`src/hw/rtl/ple_pkg.sv`:
```
// shared types and constants of the positional list engine
`default_nettype none

package ple_pkg;

  localparam int CAPACITY = 16;
  localparam int IDX_W    = $clog2(CAPACITY);
  localparam int CNT_W    = $clog2(CAPACITY + 1);
  localparam int VAL_W    = 32;
  localparam int POS_W    = 8;
  localparam int LEN_W    = 5;
  localparam int ACT_W    = 3;
  localparam int STAT_W   = 2;

  typedef enum logic [ACT_W-1:0] {
    ACT_INS_START = 3'd0,
    ACT_INS_END   = 3'd1,
    ACT_INS_POS   = 3'd2,
    ACT_DEL_START = 3'd3,
    ACT_DEL_END   = 3'd4,
    ACT_DEL_POS   = 3'd5,
    ACT_RD_FWD    = 3'd6,
    ACT_RD_BWD    = 3'd7
  } act_t;

  typedef enum logic [STAT_W-1:0] {
    ST_OK     = 2'd0,
    ST_EMPTY  = 2'd1,
    ST_BADPOS = 2'd2,
    ST_FULL   = 2'd3
  } stat_t;

  // what every cell does this cycle
  typedef enum logic [2:0] {
    CM_HOLD    = 3'd0,
    CM_INSERT  = 3'd1,
    CM_DELETE  = 3'd2,
    CM_ROT_FWD = 3'd3,
    CM_ROT_BWD = 3'd4
  } cell_mode_t;

  typedef struct packed {
    cell_mode_t       mode;
    logic [IDX_W-1:0] idx;
    logic [CNT_W-1:0] cnt;
    logic [VAL_W-1:0] bus_val;
  } cell_ctl_t;

  typedef struct packed {
    logic [ACT_W-1:0]        action;
    logic signed [VAL_W-1:0] item_value;
    logic [POS_W-1:0]        position;
  } in_item_t;

  typedef struct packed {
    logic signed [VAL_W-1:0] read_value;
    logic [STAT_W-1:0]       status;
    logic                    last;
    logic [LEN_W-1:0]        length;
  } out_item_t;

endpackage

`default_nettype wire

```
`src/hw/rtl/ple_cell.sv`:
```
// one list cell: holds a value and takes from its neighbors or the bus
`default_nettype none

module ple_cell (
  input  wire logic                      clk,
  input  wire logic [ple_pkg::IDX_W-1:0] cell_idx,
  input  wire ple_pkg::cell_ctl_t        ctl,
  input  wire logic [ple_pkg::VAL_W-1:0] prev_val,
  input  wire logic [ple_pkg::VAL_W-1:0] next_val,
  output logic      [ple_pkg::VAL_W-1:0] val
);

  logic [ple_pkg::VAL_W-1:0] val_r;
  logic [ple_pkg::VAL_W-1:0] val_nxt;
  logic [ple_pkg::CNT_W-1:0] my_pos;
  logic [ple_pkg::CNT_W-1:0] my_pos_p1;

  assign my_pos    = ple_pkg::CNT_W'(cell_idx);
  assign my_pos_p1 = my_pos + ple_pkg::CNT_W'(1);

  always_comb begin
    val_nxt = val_r;
    case (ctl.mode)
      ple_pkg::CM_INSERT: begin
        if (cell_idx == ctl.idx) begin
          val_nxt = ctl.bus_val;
        end else if (cell_idx > ctl.idx && my_pos <= ctl.cnt) begin
          val_nxt = prev_val;
        end
      end
      ple_pkg::CM_DELETE: begin
        if (cell_idx >= ctl.idx && my_pos_p1 < ctl.cnt) begin
          val_nxt = next_val;
        end
      end
      ple_pkg::CM_ROT_FWD: begin
        if (my_pos_p1 == ctl.cnt) begin
          val_nxt = ctl.bus_val;
        end else if (my_pos < ctl.cnt) begin
          val_nxt = next_val;
        end
      end
      ple_pkg::CM_ROT_BWD: begin
        if (my_pos == '0) begin
          val_nxt = ctl.bus_val;
        end else if (my_pos < ctl.cnt) begin
          val_nxt = prev_val;
        end
      end
      default: val_nxt = val_r;
    endcase
  end

  always_ff @(posedge clk) begin
    val_r <= val_nxt;
  end

  assign val = val_r;

endmodule

`default_nettype wire

```
`src/hw/rtl/ple_cell_row.sv`:
```
// row of list cells with head and tail taps
`default_nettype none

module ple_cell_row (
  input  wire logic                      clk,
  input  wire ple_pkg::cell_ctl_t        ctl,
  output logic      [ple_pkg::VAL_W-1:0] head_val,
  output logic      [ple_pkg::VAL_W-1:0] tail_val
);

  logic [ple_pkg::VAL_W-1:0] vals [ple_pkg::CAPACITY];
  logic [ple_pkg::CNT_W-1:0] tail_pos;

  for (genvar g = 0; g < ple_pkg::CAPACITY; g++) begin : g_cell
    logic [ple_pkg::VAL_W-1:0] prev_v;
    logic [ple_pkg::VAL_W-1:0] next_v;

    if (g == 0) begin : g_first
      assign prev_v = '0;
    end else begin : g_mid_p
      assign prev_v = vals[g-1];
    end

    if (g == ple_pkg::CAPACITY - 1) begin : g_last
      assign next_v = '0;
    end else begin : g_mid_n
      assign next_v = vals[g+1];
    end

    ple_cell u_cell (
      .clk      (clk),
      .cell_idx (ple_pkg::IDX_W'(g)),
      .ctl      (ctl),
      .prev_val (prev_v),
      .next_val (next_v),
      .val      (vals[g])
    );
  end

  // tail tap is only meaningful with a non-empty list
  assign tail_pos = ctl.cnt - ple_pkg::CNT_W'(1);
  assign head_val = vals[0];
  assign tail_val = vals[tail_pos[ple_pkg::IDX_W-1:0]];

endmodule

`default_nettype wire

```
`src/hw/rtl/positional_list_engine.sv`:
```
// top level of the positional list engine
// Ordered list of up to ple_pkg::CAPACITY signed 32-bit values in a row of
// cells, entry 0 at the front. Every edit (insert or delete at start, end or
// 1-based position) is applied on acceptance: the cells from the edit point on
// shift toward or away from it at once, and one result transaction follows
// with status and new length. A read (forward or backward) first enters the
// read state and then emits the entries one at a time while the result
// register is free: the row rotates one place per emitted value, so after
// the read the list is back in place; it emits length transactions, the
// final one marked last, or a single empty-status transaction for an empty
// list. New input is taken only between actions, so a read blocks the input
// until its last entry is emitted; a stalled result stretches this further.
// The result register lets a new edit enter in the cycle its predecessor's
// result is taken. Cell contents need no reset.
`default_nettype none

module positional_list_engine (
  input  wire logic              clk,
  input  wire logic              rst_n,
  input  wire logic              in_valid,
  output logic                   in_ready,
  input  wire ple_pkg::in_item_t in_data,
  output logic                   out_valid,
  input  wire logic              out_ready,
  output ple_pkg::out_item_t     out_data
);

  typedef enum logic [1:0] {
    S_IDLE = 2'b01,
    S_READ = 2'b10
  } state_t;

  state_t                    state_r;
  state_t                    state_nxt;
  logic [ple_pkg::CNT_W-1:0] count_r;
  logic [ple_pkg::CNT_W-1:0] count_nxt;
  logic [ple_pkg::CNT_W-1:0] rd_left_r;
  logic [ple_pkg::CNT_W-1:0] rd_left_nxt;
  logic                      rd_bwd_r;
  logic                      rd_bwd_nxt;
  logic                      out_valid_r;
  logic                      out_valid_nxt;
  ple_pkg::out_item_t        out_data_r;
  ple_pkg::out_item_t        out_data_nxt;

  ple_pkg::cell_ctl_t        ctl;
  logic [ple_pkg::VAL_W-1:0] head_val;
  logic [ple_pkg::VAL_W-1:0] tail_val;

  logic                      slot_free;
  logic                      accept;
  logic                      full;
  logic [ple_pkg::POS_W-1:0] pos;
  logic [ple_pkg::POS_W-1:0] cnt_ext;
  logic [ple_pkg::POS_W-1:0] ins_raw;
  logic [ple_pkg::POS_W-1:0] ins_idx;
  logic [ple_pkg::POS_W-1:0] del_idx;

  // result register frees up in the cycle its transaction is taken
  assign slot_free = !out_valid_r || out_ready;
  assign in_ready  = (state_r == S_IDLE) && slot_free;
  assign accept    = in_valid && in_ready;

  assign full    = (count_r == ple_pkg::CNT_W'(ple_pkg::CAPACITY));
  assign pos     = in_data.position;
  assign cnt_ext = ple_pkg::POS_W'(count_r);

  // insert position: one goes first, zero acts like two, past end appends
  always_comb begin
    if (pos == ple_pkg::POS_W'(1)) begin
      ins_raw = '0;
    end else if (pos == '0) begin
      ins_raw = ple_pkg::POS_W'(1);
    end else begin
      ins_raw = pos - ple_pkg::POS_W'(1);
    end
    ins_idx = (ins_raw > cnt_ext) ? cnt_ext : ins_raw;
    // delete position zero acts like one
    del_idx = (pos == '0) ? '0 : (pos - ple_pkg::POS_W'(1));
  end

  always_comb begin
    state_nxt     = state_r;
    count_nxt     = count_r;
    rd_left_nxt   = rd_left_r;
    rd_bwd_nxt    = rd_bwd_r;
    out_valid_nxt = out_valid_r && !out_ready;
    out_data_nxt  = out_data_r;

    ctl.mode    = ple_pkg::CM_HOLD;
    ctl.idx     = '0;
    ctl.cnt     = count_r;
    ctl.bus_val = in_data.item_value;

    unique case (state_r)
      S_IDLE: begin
        if (accept) begin
          // edits give one result; fill in the common part here
          out_valid_nxt           = 1'b1;
          out_data_nxt.read_value = '0;
          out_data_nxt.status     = ple_pkg::ST_OK;
          out_data_nxt.last       = 1'b1;
          case (ple_pkg::act_t'(in_data.action))
            ple_pkg::ACT_INS_START,
            ple_pkg::ACT_INS_END,
            ple_pkg::ACT_INS_POS: begin
              if (full) begin
                out_data_nxt.status = ple_pkg::ST_FULL;
              end else begin
                ctl.mode = ple_pkg::CM_INSERT;
                case (ple_pkg::act_t'(in_data.action))
                  ple_pkg::ACT_INS_START: ctl.idx = '0;
                  ple_pkg::ACT_INS_END:   ctl.idx = count_r[ple_pkg::IDX_W-1:0];
                  default:                ctl.idx = ins_idx[ple_pkg::IDX_W-1:0];
                endcase
                count_nxt = count_r + ple_pkg::CNT_W'(1);
              end
            end
            ple_pkg::ACT_DEL_START,
            ple_pkg::ACT_DEL_END,
            ple_pkg::ACT_DEL_POS: begin
              if (count_r == '0) begin
                out_data_nxt.status = ple_pkg::ST_EMPTY;
              end else if (ple_pkg::act_t'(in_data.action) == ple_pkg::ACT_DEL_POS
                           && del_idx >= cnt_ext) begin
                out_data_nxt.status = ple_pkg::ST_BADPOS;
              end else begin
                ctl.mode = ple_pkg::CM_DELETE;
                case (ple_pkg::act_t'(in_data.action))
                  ple_pkg::ACT_DEL_START: ctl.idx = '0;
                  ple_pkg::ACT_DEL_END: begin
                    ctl.idx = ple_pkg::IDX_W'(count_r - ple_pkg::CNT_W'(1));
                  end
                  default: ctl.idx = del_idx[ple_pkg::IDX_W-1:0];
                endcase
                count_nxt = count_r - ple_pkg::CNT_W'(1);
              end
            end
            default: begin
              // reads: empty list answers at once, otherwise walk the row
              if (count_r == '0) begin
                out_data_nxt.status = ple_pkg::ST_EMPTY;
              end else begin
                out_valid_nxt = 1'b0;
                state_nxt     = S_READ;
                rd_left_nxt   = count_r;
                rd_bwd_nxt    = (ple_pkg::act_t'(in_data.action) == ple_pkg::ACT_RD_BWD);
              end
            end
          endcase
          out_data_nxt.length = ple_pkg::LEN_W'(count_nxt);
        end
      end
      S_READ: begin
        if (slot_free) begin
          // emit the end entry and rotate it around to the other end
          out_valid_nxt           = 1'b1;
          out_data_nxt.read_value = rd_bwd_r ? tail_val : head_val;
          out_data_nxt.status     = ple_pkg::ST_OK;
          out_data_nxt.last       = (rd_left_r == ple_pkg::CNT_W'(1));
          out_data_nxt.length     = ple_pkg::LEN_W'(count_r);
          ctl.mode    = rd_bwd_r ? ple_pkg::CM_ROT_BWD : ple_pkg::CM_ROT_FWD;
          ctl.bus_val = rd_bwd_r ? tail_val : head_val;
          rd_left_nxt = rd_left_r - ple_pkg::CNT_W'(1);
          if (rd_left_r == ple_pkg::CNT_W'(1)) begin
            state_nxt = S_IDLE;
          end
        end
      end
      default: state_nxt = S_IDLE;
    endcase
  end

  ple_cell_row u_row (
    .clk      (clk),
    .ctl      (ctl),
    .head_val (head_val),
    .tail_val (tail_val)
  );

  always_ff @(posedge clk) begin
    if (!rst_n) begin
      state_r     <= S_IDLE;
      count_r     <= '0;
      rd_left_r   <= '0;
      rd_bwd_r    <= 1'b0;
      out_valid_r <= 1'b0;
    end else begin
      state_r     <= state_nxt;
      count_r     <= count_nxt;
      rd_left_r   <= rd_left_nxt;
      rd_bwd_r    <= rd_bwd_nxt;
      out_valid_r <= out_valid_nxt;
    end
  end

  // payload register, no reset needed
  always_ff @(posedge clk) begin
    out_data_r <= out_data_nxt;
  end

  assign out_valid = out_valid_r;
  assign out_data  = out_data_r;

  // list never grows past its capacity
  a_count_bound: assert property (@(posedge clk) disable iff (!rst_n)
    count_r <= ple_pkg::CNT_W'(ple_pkg::CAPACITY))
    else $error("entry count above capacity");

  // a running read always has entries left to emit, no more than the list holds
  a_read_left: assert property (@(posedge clk) disable iff (!rst_n)
    (state_r == S_READ) |-> (rd_left_r != '0 && rd_left_r <= count_r))
    else $error("read counter out of range");

  // the length only moves on an accepted transaction
  a_count_stable: assert property (@(posedge clk) disable iff (!rst_n)
    !accept |=> $stable(count_r))
    else $error("entry count changed without input");

  // emitting the final entry of a read returns to idle
  a_read_end: assert property (@(posedge clk) disable iff (!rst_n)
    (state_r == S_READ && slot_free && rd_left_r == ple_pkg::CNT_W'(1))
    |=> (state_r == S_IDLE && out_valid_r && out_data_r.last))
    else $error("read did not finish on its last entry");

endmodule

`default_nettype wire

```
`config.mk`:
```
export PLATFORM = sky130hd
export DESIGN_NAME = positional_list_engine
export DESIGN_NICKNAME = d
export VERILOG_FILES = /design/src/hw/rtl/ple_pkg.sv /design/src/hw/rtl/ple_cell.sv /design/src/hw/rtl/ple_cell_row.sv /design/src/hw/rtl/positional_list_engine.sv
export SDC_FILE = /design/constraint.sdc
export NUM_CORES = 2
export LEC_CHECK = 0
export ABC_CLOCK_PERIOD_IN_PS = 9600
export BUFFER_PORTS_ARGS = -buffer_cell sky130_fd_sc_hd__buf_2
export CAP_MARGIN = 30
export CORE_UTILIZATION = 35
export DETAILED_ROUTE_END_ITERATION = 7
export PLACE_DENSITY = 0.61
export SETUP_SLACK_MARGIN = 0.15
export SLEW_MARGIN = 40
export SYNTH_ARGS = -nofsm -noshare
export SYNTH_HDL_FRONTEND = slang
export SYNTH_SLANG_ARGS = --single-unit
export TNS_END_PERCENT = 100
```
`constraint.sdc`:
```
create_clock -name clk -period 9.6 [get_ports clk]
set_clock_uncertainty 0.1 [all_clocks]
set_input_delay 1.44 -clock clk [delete_from_list [all_inputs] [get_ports clk]]
set_output_delay 1.44 -clock clk [all_outputs]
set_load 0.02 [all_outputs]
```
# --- Yosys cells after proc, flatten, opt, wreduce, memory -nomap -nowiden ---
# Cells that the tools add are included.
totals:
  ff_bits: 566
  wordCells: 443
  in_bits: 47
  out_inout_bits: 42
op_classes:
  eq_ne: 114
  n_lt_le_gt_ge: 68
  reduce_logical: 69
  n_mux: 160
  n_addsub: 4
  bitwise_logic: 3
ops:
  columns: ["op", "n"]
  rows:
  - ["32-bit two-way mux", 100]
  - ["32-bit case mux with 4 select lines", 16]
  - ["32-bit binary-select mux with 4-bit select", 1]
  - ["3-bit inequality test (second input constant)", 32]
  - ["5-bit AND reduction", 17]
  - ["40-bit two-way mux", 2]
  - ["40-bit case mux with 2 select lines", 1]
  - ["2-bit inequality test (second input constant)", 36]
  - ["4-bit by 5-bit equality test with 1-bit output (first input constant)", 8]
  - ["4-bit by 5-bit <= comparator with 1-bit output (first input constant)", 8]
  - ["4-bit by 5-bit less-than comparator with 1-bit output (first input constant)", 8]
  - ["5-bit two-way mux", 8]
  - ["1-bit logical AND", 36]
  - ["4-bit equality test (first input constant)", 8]
  - ["4-bit >= comparator (first input constant)", 8]
  - ["4-bit > comparator (first input constant)", 8]
  - ["8-bit two-way mux", 3]
  - ["3-bit by 5-bit equality test with 1-bit output (first input constant)", 4]
  - ["3-bit by 5-bit <= comparator with 1-bit output (first input constant)", 4]
  - ["3-bit by 5-bit less-than comparator with 1-bit output (first input constant)", 4]
  - ["5-bit case mux with 2 select lines", 2]
  - ["6-bit two-way mux", 3]
  - ["3-bit by 4-bit equality test with 1-bit output (first input constant)", 4]
  - ["3-bit by 4-bit >= comparator with 1-bit output (first input constant)", 4]
  - ["other kinds (53)", 93]

# --- Longest topological paths before layout ---
depth:
  depth_word: 15
  mapped_depth: 21
  ltp_nobuf: 16

# --- Hierarchy ---
# Synthesis repeated with hierarchy kept, for this count alone.
unflattened:
  hier_cells: 6033
  hier_area_um2: 60116.4
modules_own_cells:
  columns: ["mod", "area_per_inst_um2", "instances", "cells_per_inst", "seq_area_each_um2"]
  rows:
  - ["ple_cell (u_row.g_cell[2].u_cell ...)", 3450.8, 8, 346, 960.9]
  - ["ple_cell (u_row.g_cell[0].u_cell ...)", 3044.2, 8, 309, 960.9]
  - ["ple_cell_row", 4129.0, 1, 322, 0.0]
  - ["positional_list_engine", 4027.6, 1, 471, 1481.4]

# --- Worst setup path before layout ---
# OpenSTA, ideal clock, no wires.
synth_timing:
  path_type: "input-to-reg"
  start: "input in_data[0] in the netlist's numbering"
  end: "register u_row.g_cell[10].u_cell.val_r, in the netlist u_row.g_cell[10].u_cell.val[0] (enable)"
  setup_ns: 0.594
  t_arrival_ns: 9.775
  stages: 18
  slack_ns: -0.870
  cell_sequence: "buf_6 > inv_1 > ha_1 > buf_2 > and4_1 > buf_2 > or2_2 > ha_1 > nor2b_1 > o2111ai_1 > a311oi_2 > a311oi_2 > or3_1 > a21boi_1 > buf_2 > and4_1 > a211oi_1 > a2111oi_0"
synth_via:
  elab_chain_len: 14
  word_cells_on_any_way: 34
synth_rtl:
  columns: ["element", "line", "source"]
  rows:
  - ["from (decl)", "positional_list_engine.sv:22", "input wire ple_pkg::in_item_t in_data,"]
  - ["8-bit by 1-bit subtractor with 8-bit output / 8-bit logical NOT (equally long branches)", "positional_list_engine.sv:75, positional_list_engine.sv:79, positional_list_engine.sv:72", null]
  - ["8-bit two-way mux", "positional_list_engine.sv:72", "end else if (pos == '0) begin"]
  - ["8-bit two-way mux", "positional_list_engine.sv:70", "if (pos == ple_pkg::POS_W'(1)) begin"]
  - ["8-bit by 5-bit > comparator with 1-bit output", "positional_list_engine.sv:77", "ins_idx = (ins_raw > cnt_ext) ? cnt_ext : ins_raw;"]
  - ["4-bit two-way mux", "positional_list_engine.sv:77", null]
  - ["4-bit case mux with 2 select lines", "positional_list_engine.sv:111", "case (ple_pkg::act_t'(in_data.action))"]
  - ["5-bit two-way mux", "positional_list_engine.sv:107", "if (full) begin"]
  - ["6-bit case mux with 2 select lines (*)", "positional_list_engine.sv:103", "case (ple_pkg::act_t'(in_data.action))"]
  - ["6-bit two-way mux (*)", "positional_list_engine.sv:97", "if (accept) begin"]
  - ["4-bit two-way mux", "positional_list_engine.sv:95", "unique case (state_r)"]
  - ["4-bit > comparator / 4-bit >= comparator (equally long branches)", "ple_cell.sv:27, ple_cell.sv:32", null]
  - ["1-bit logical AND, on equally long branches", "ple_cell.sv:27, ple_cell.sv:32", null]
  - ["3-bit inequality test (no source line) / 2-bit inequality test (equally long branches)", null, null]
  - ["5-bit AND reduction (no source line) (*)", null, null]
  - ["to (signal assigned)", "ple_cell.sv:55", "val_r <= val_nxt;"]
  - ["to (decl)", "ple_cell.sv:13", "logic [ple_pkg::VAL_W-1:0] val_r;"]
# Mark *: on every way between the ends. The rest lies on a longest branch, timed or not.
# A chain may end at the register's enable or synchronous reset.

# --- Worst setup path in the final report ---
layout_timing:
  start: "input in_data[0] in the netlist's numbering"
  end: "register u_row.g_cell[15].u_cell.val_r, in the netlist u_row.g_cell[15].u_cell.val[3] (enable)"
layout_via:
  elab_chain_len: 14
  word_cells_on_any_way: 34
layout_rtl:
  columns: ["element", "line"]
  rows:
  - ["8-bit by 1-bit subtractor with 8-bit output / 8-bit logical NOT (equally long branches)", "positional_list_engine.sv:75, positional_list_engine.sv:79, positional_list_engine.sv:72"]
  - ["8-bit two-way mux", "positional_list_engine.sv:72"]
  - ["8-bit two-way mux", "positional_list_engine.sv:70"]
  - ["8-bit by 5-bit > comparator with 1-bit output", "positional_list_engine.sv:77"]
  - ["4-bit two-way mux", "positional_list_engine.sv:77"]
  - ["4-bit case mux with 2 select lines", "positional_list_engine.sv:111"]
  - ["5-bit two-way mux", "positional_list_engine.sv:107"]
  - ["6-bit case mux with 2 select lines (*)", "positional_list_engine.sv:103"]
  - ["6-bit two-way mux (*)", "positional_list_engine.sv:97"]
  - ["4-bit two-way mux", "positional_list_engine.sv:95"]
  - ["4-bit > comparator / 4-bit >= comparator (equally long branches)", "ple_cell.sv:27, ple_cell.sv:32"]
  - ["1-bit logical AND, on equally long branches", "ple_cell.sv:27, ple_cell.sv:32"]
  - ["3-bit inequality test (no source line) / 2-bit inequality test (equally long branches)", null]
  - ["5-bit AND reduction (no source line) (*)", null]
  - ["to (signal assigned)", "ple_cell.sv:55"]
  - ["to (decl)", "ple_cell.sv:13"]
# Marked as above.

==> run_results.csv <==
group,metric,value,unit
grt,grt_pass1_vias,28600,
logic_synthesis,yosys.area_share.adder,0.727,%
run_status,outcome,"finished, violations left",
grt,antenna_found_initial,1,
timing,drv_slew,0,
timing,hold_viol,0,
setup_path,cpMostUsedCell,"ha_1",
timing,min_period,6640,ps
place,dpl.hpwl,80.4,mm
setup_path,r2r_slack,3520,ps
clocking,clkLatencyLatePin,620,ps
logic_synthesis,avgSynthCellArea,11.8,um2
logic_synthesis,synth_area,34400,um2
logic_synthesis,synthFlopType,"edfxtp_1",
clocking,cts_root_buffer,"clkbuf_16",
setup_path,crit_arrival,6810,ps
place,placed_area,36800,um2
clocking,cts_max_level,3,
setup_path,slowest_delay,600,ps
logic_synthesis,synthDominantCellAreaShare,48.1,%
power_and_ir_drop,ir_drop,188,uV
logic_synthesis,yosysUniqueCellTypes,89,
logic_synthesis,synthMuxAreaShare,13.6,%
finish,syn_to_final_growth,13.7,%
clocking,clockBufferDepth,3,
clocking,numCtsBuffers,67,
floorplanning,core,97100,um2
setup_path,cp_top_family,"compound AO/OA/AOI/OAI gates",
setup_path,cp_num_buf_inv,3,
logic_synthesis,synth_edf_count,552,
logic_synthesis,ys_warn_count,0,
logic_synthesis,yosysMostFrequentCell,"edfxtp_1",
logic_synthesis,syn_inst,2910,
logic_synthesis,synthArstFlopShare,0,%
logic_synthesis,ys_ff_latch,566,
place,globalplace.congestion,0.918,
grt,grt_pass1_wl,204,mm
finish,nets,2958,
setup_path,crit_path_top_delay_cell,"a21oi_4",
routing,vias,30000,
timing,maxSlewHeadroom,40.8,%
timing,fin_crit_sh,69.2,%
clocking,hold_buffers,0,
routing,antenna_left,0,
timing,setup_viol_count_final,0,
logic_synthesis,synth_nets,2977,
clocking,cts_resized,0,
timing,tns,0,ps
flow_run,maxCapViolations,0,
timing,worst_pin_slew,888,ps
clocking,cts_tree,"done",
setup_path,path_class,"input pin to flop",
timing,rsz0062_at_grt,"false",
routing,first_pass_iters,8,
floorplanning,start_util,35.4,%
run_status,violations,"DRC",
clocking,clkTransAtPathRegs,60,ps
floorplanning,io_pins,89,
floorplanning,fp.dieArea,99600,um2
finish,stdcell_area,39200,um2
finish,fillers,9081,
finish,drive_gt1_share,20.2,%
setup_path,crit_chain,"buf_2, inv_1, ha_1, and4_1, or2_2, ha_1, nor2b_1, o2111ai_1, a311oi_2, a311o_1, and3_1, o221ai_1, nand2b_1, nor2_1, o21ai_0, a21oi_4, buf_4",
clocking,postCtsSetupRepairBufs,0,
grt,grt_max_degree,123,
setup_path,cp-end-kind,"flop",
logic_synthesis,synthXorXnorAreaFrac,0.203,%
setup_path,cp_data_required_time,9770,ps
logic_synthesis,ys_seq_area_share,49.0,%
grt,grt_overflow,0,
worst_hold_path,holdCritPathClass,"flop to flop",
power_and_ir_drop,p_leak,13.7,nW
place,io_buffers,88,
clocking,cts_sinks,566,
routing,avgViaCountPerCell,7.12,
floorplanning,die_w,316,um
routing,wl_per_cell,33.8,um
logic_synthesis,synth.area.top_cells,"edfxtp_1, mux4_2, a222oi_1, a221o_1, mux2i_1",
routing,post-route-drc-count,15,
logic_synthesis,synth_common_cells,"edfxtp_1, a222oi_1, nand2_1",
routing,drt_iter0_markers,7015,
power_and_ir_drop,power.density,324,nW/um2
logic_synthesis,yosysTopAreaCell,"edfxtp_1",
floorplanning,fp-row-count,114,
logic_synthesis,synth_compound_area_share,22.9,%
routing,routed_wl,142,mm
timing,timing.fmax,0.151,GHz
grt,grt_use_total,27.9,%
setup_path,critical_path.startpoint_type,"input pin",
floorplanning,die_h,316,um
setup_path,crit_fanout,18,
logic_synthesis,synthSimpleGateAreaFrac,7.53,%
logic_synthesis,synth_top_family_by_area,"compound AO/OA/AOI/OAI gates",
==> final timing paths <==
check / startpoint / endpoint / cells past startpoint
hold / removal: state_r[1] / state_r[1] / 2
hold reg to reg: state_r[1] / state_r[1] / 2
setup / recovery: in_data[0] / u_row.g_cell[15].u_cell.val[3] / 17
setup reg to reg: count_r[3] / u_row.g_cell[15].u_cell.val[3] / 13
==> power breakdown <==
group	internal [mW]	switching, mW
logic	2.03	3.49
clock network	1.57	1.12
registers	3.91	0.580
total	7.51	5.19
==> logic make-up (layout without fill, tap and decap cells) <==
kind of cell / Yosys count / in the layout
flops: 566 / 566
mux: 267 / 267
xor+xnor: 8 / 8
compound gates: 988 / 988
other cells: 0 / 2
buf+inv: 531 / 564
simple gates: 530 / 530
fa+ha+maj: 20 / 20
==> layout make-up <==
class | count | area [um2] | share of cell area, %
clock buffer | 81 | 1810 | 4.63
multi-input combinational | 1813 | 16100 | 41.2
clock inverter | 40 | 430 | 1.10
inverter | 228 | 856 | 2.19
timing repair buffer | 215 | 1480 | 3.78
sequential | 566 | 16900 | 43.1
antenna | 2 | 5.00 | 0.0128
tap | 1276 | 1600 | 4.08
==> placed cells by master, fill, tap and decap left out, types with 11 or more instances in the layout <==
master,n
nor3_1,14
dfxtp_1,11
a22oi_1,74
ha_1,18
buf_2,88
a221o_1,118
a22o_1,103
a21oi_1,79
nor2b_1,71
o21ai_0,95
clkinv_1,14
a222oi_1,258
clkinv_2,14
mux2i_1,101
clkbuf_16,71
buf_4,117
nand2_1,217
nand3_1,50
o2bb2ai_1,32
edfxtp_1,552
nor2_1,74
mux4_2,160
o21ai_1,108
inv_1,225
==> registers in the layout, summed over array words and instances (netlist names) <==
name / cells
rd_bwd_r: 1
out_valid: 1
u_row.g_cell.u_cell.val: 512
out_data: 40
state_r: 2
rd_left_r: 5
count_r: 5
==> per-layer routing <==
metal  share of wire, %  global-route usage, %
met3                 15                   9.22
met2                 43                   41.3
met1                 37                   37.4
met5                  0                      0
met4                4.6                   12.1
==> metrics by stage <==
| stage | setup WS, ps | util, % | instances | total power [mW] | hold WS (ps) |
|---|---|---|---|---|---|
| 2_1_floorplan | 687 | - | 2910 | 7.74 | 362 |
| 3_3_place_gp | 2460 | 37.8 | 4090 | 9.69 | 384 |
| 3_5_place_dp | 2430 | 37.9 | 4095 | 9.79 | 391 |
| 4_1_cts | 3010 | 40.2 | 4216 | 12.5 | 404 |
| 5_1_grt | 2790 | 40.3 | 4219 | 13.1 | 420 |
| 6_report | 2960 | 40.3 | 4221 | 12.7 | 409 |
==> worst min-delay path, stage by stage, from the launching register on <==
cell,delay [ps]
dfxtp_1,310
inv_1,80
a211oi_1,70
Note: power is estimated with default switching activity, not from simulation.
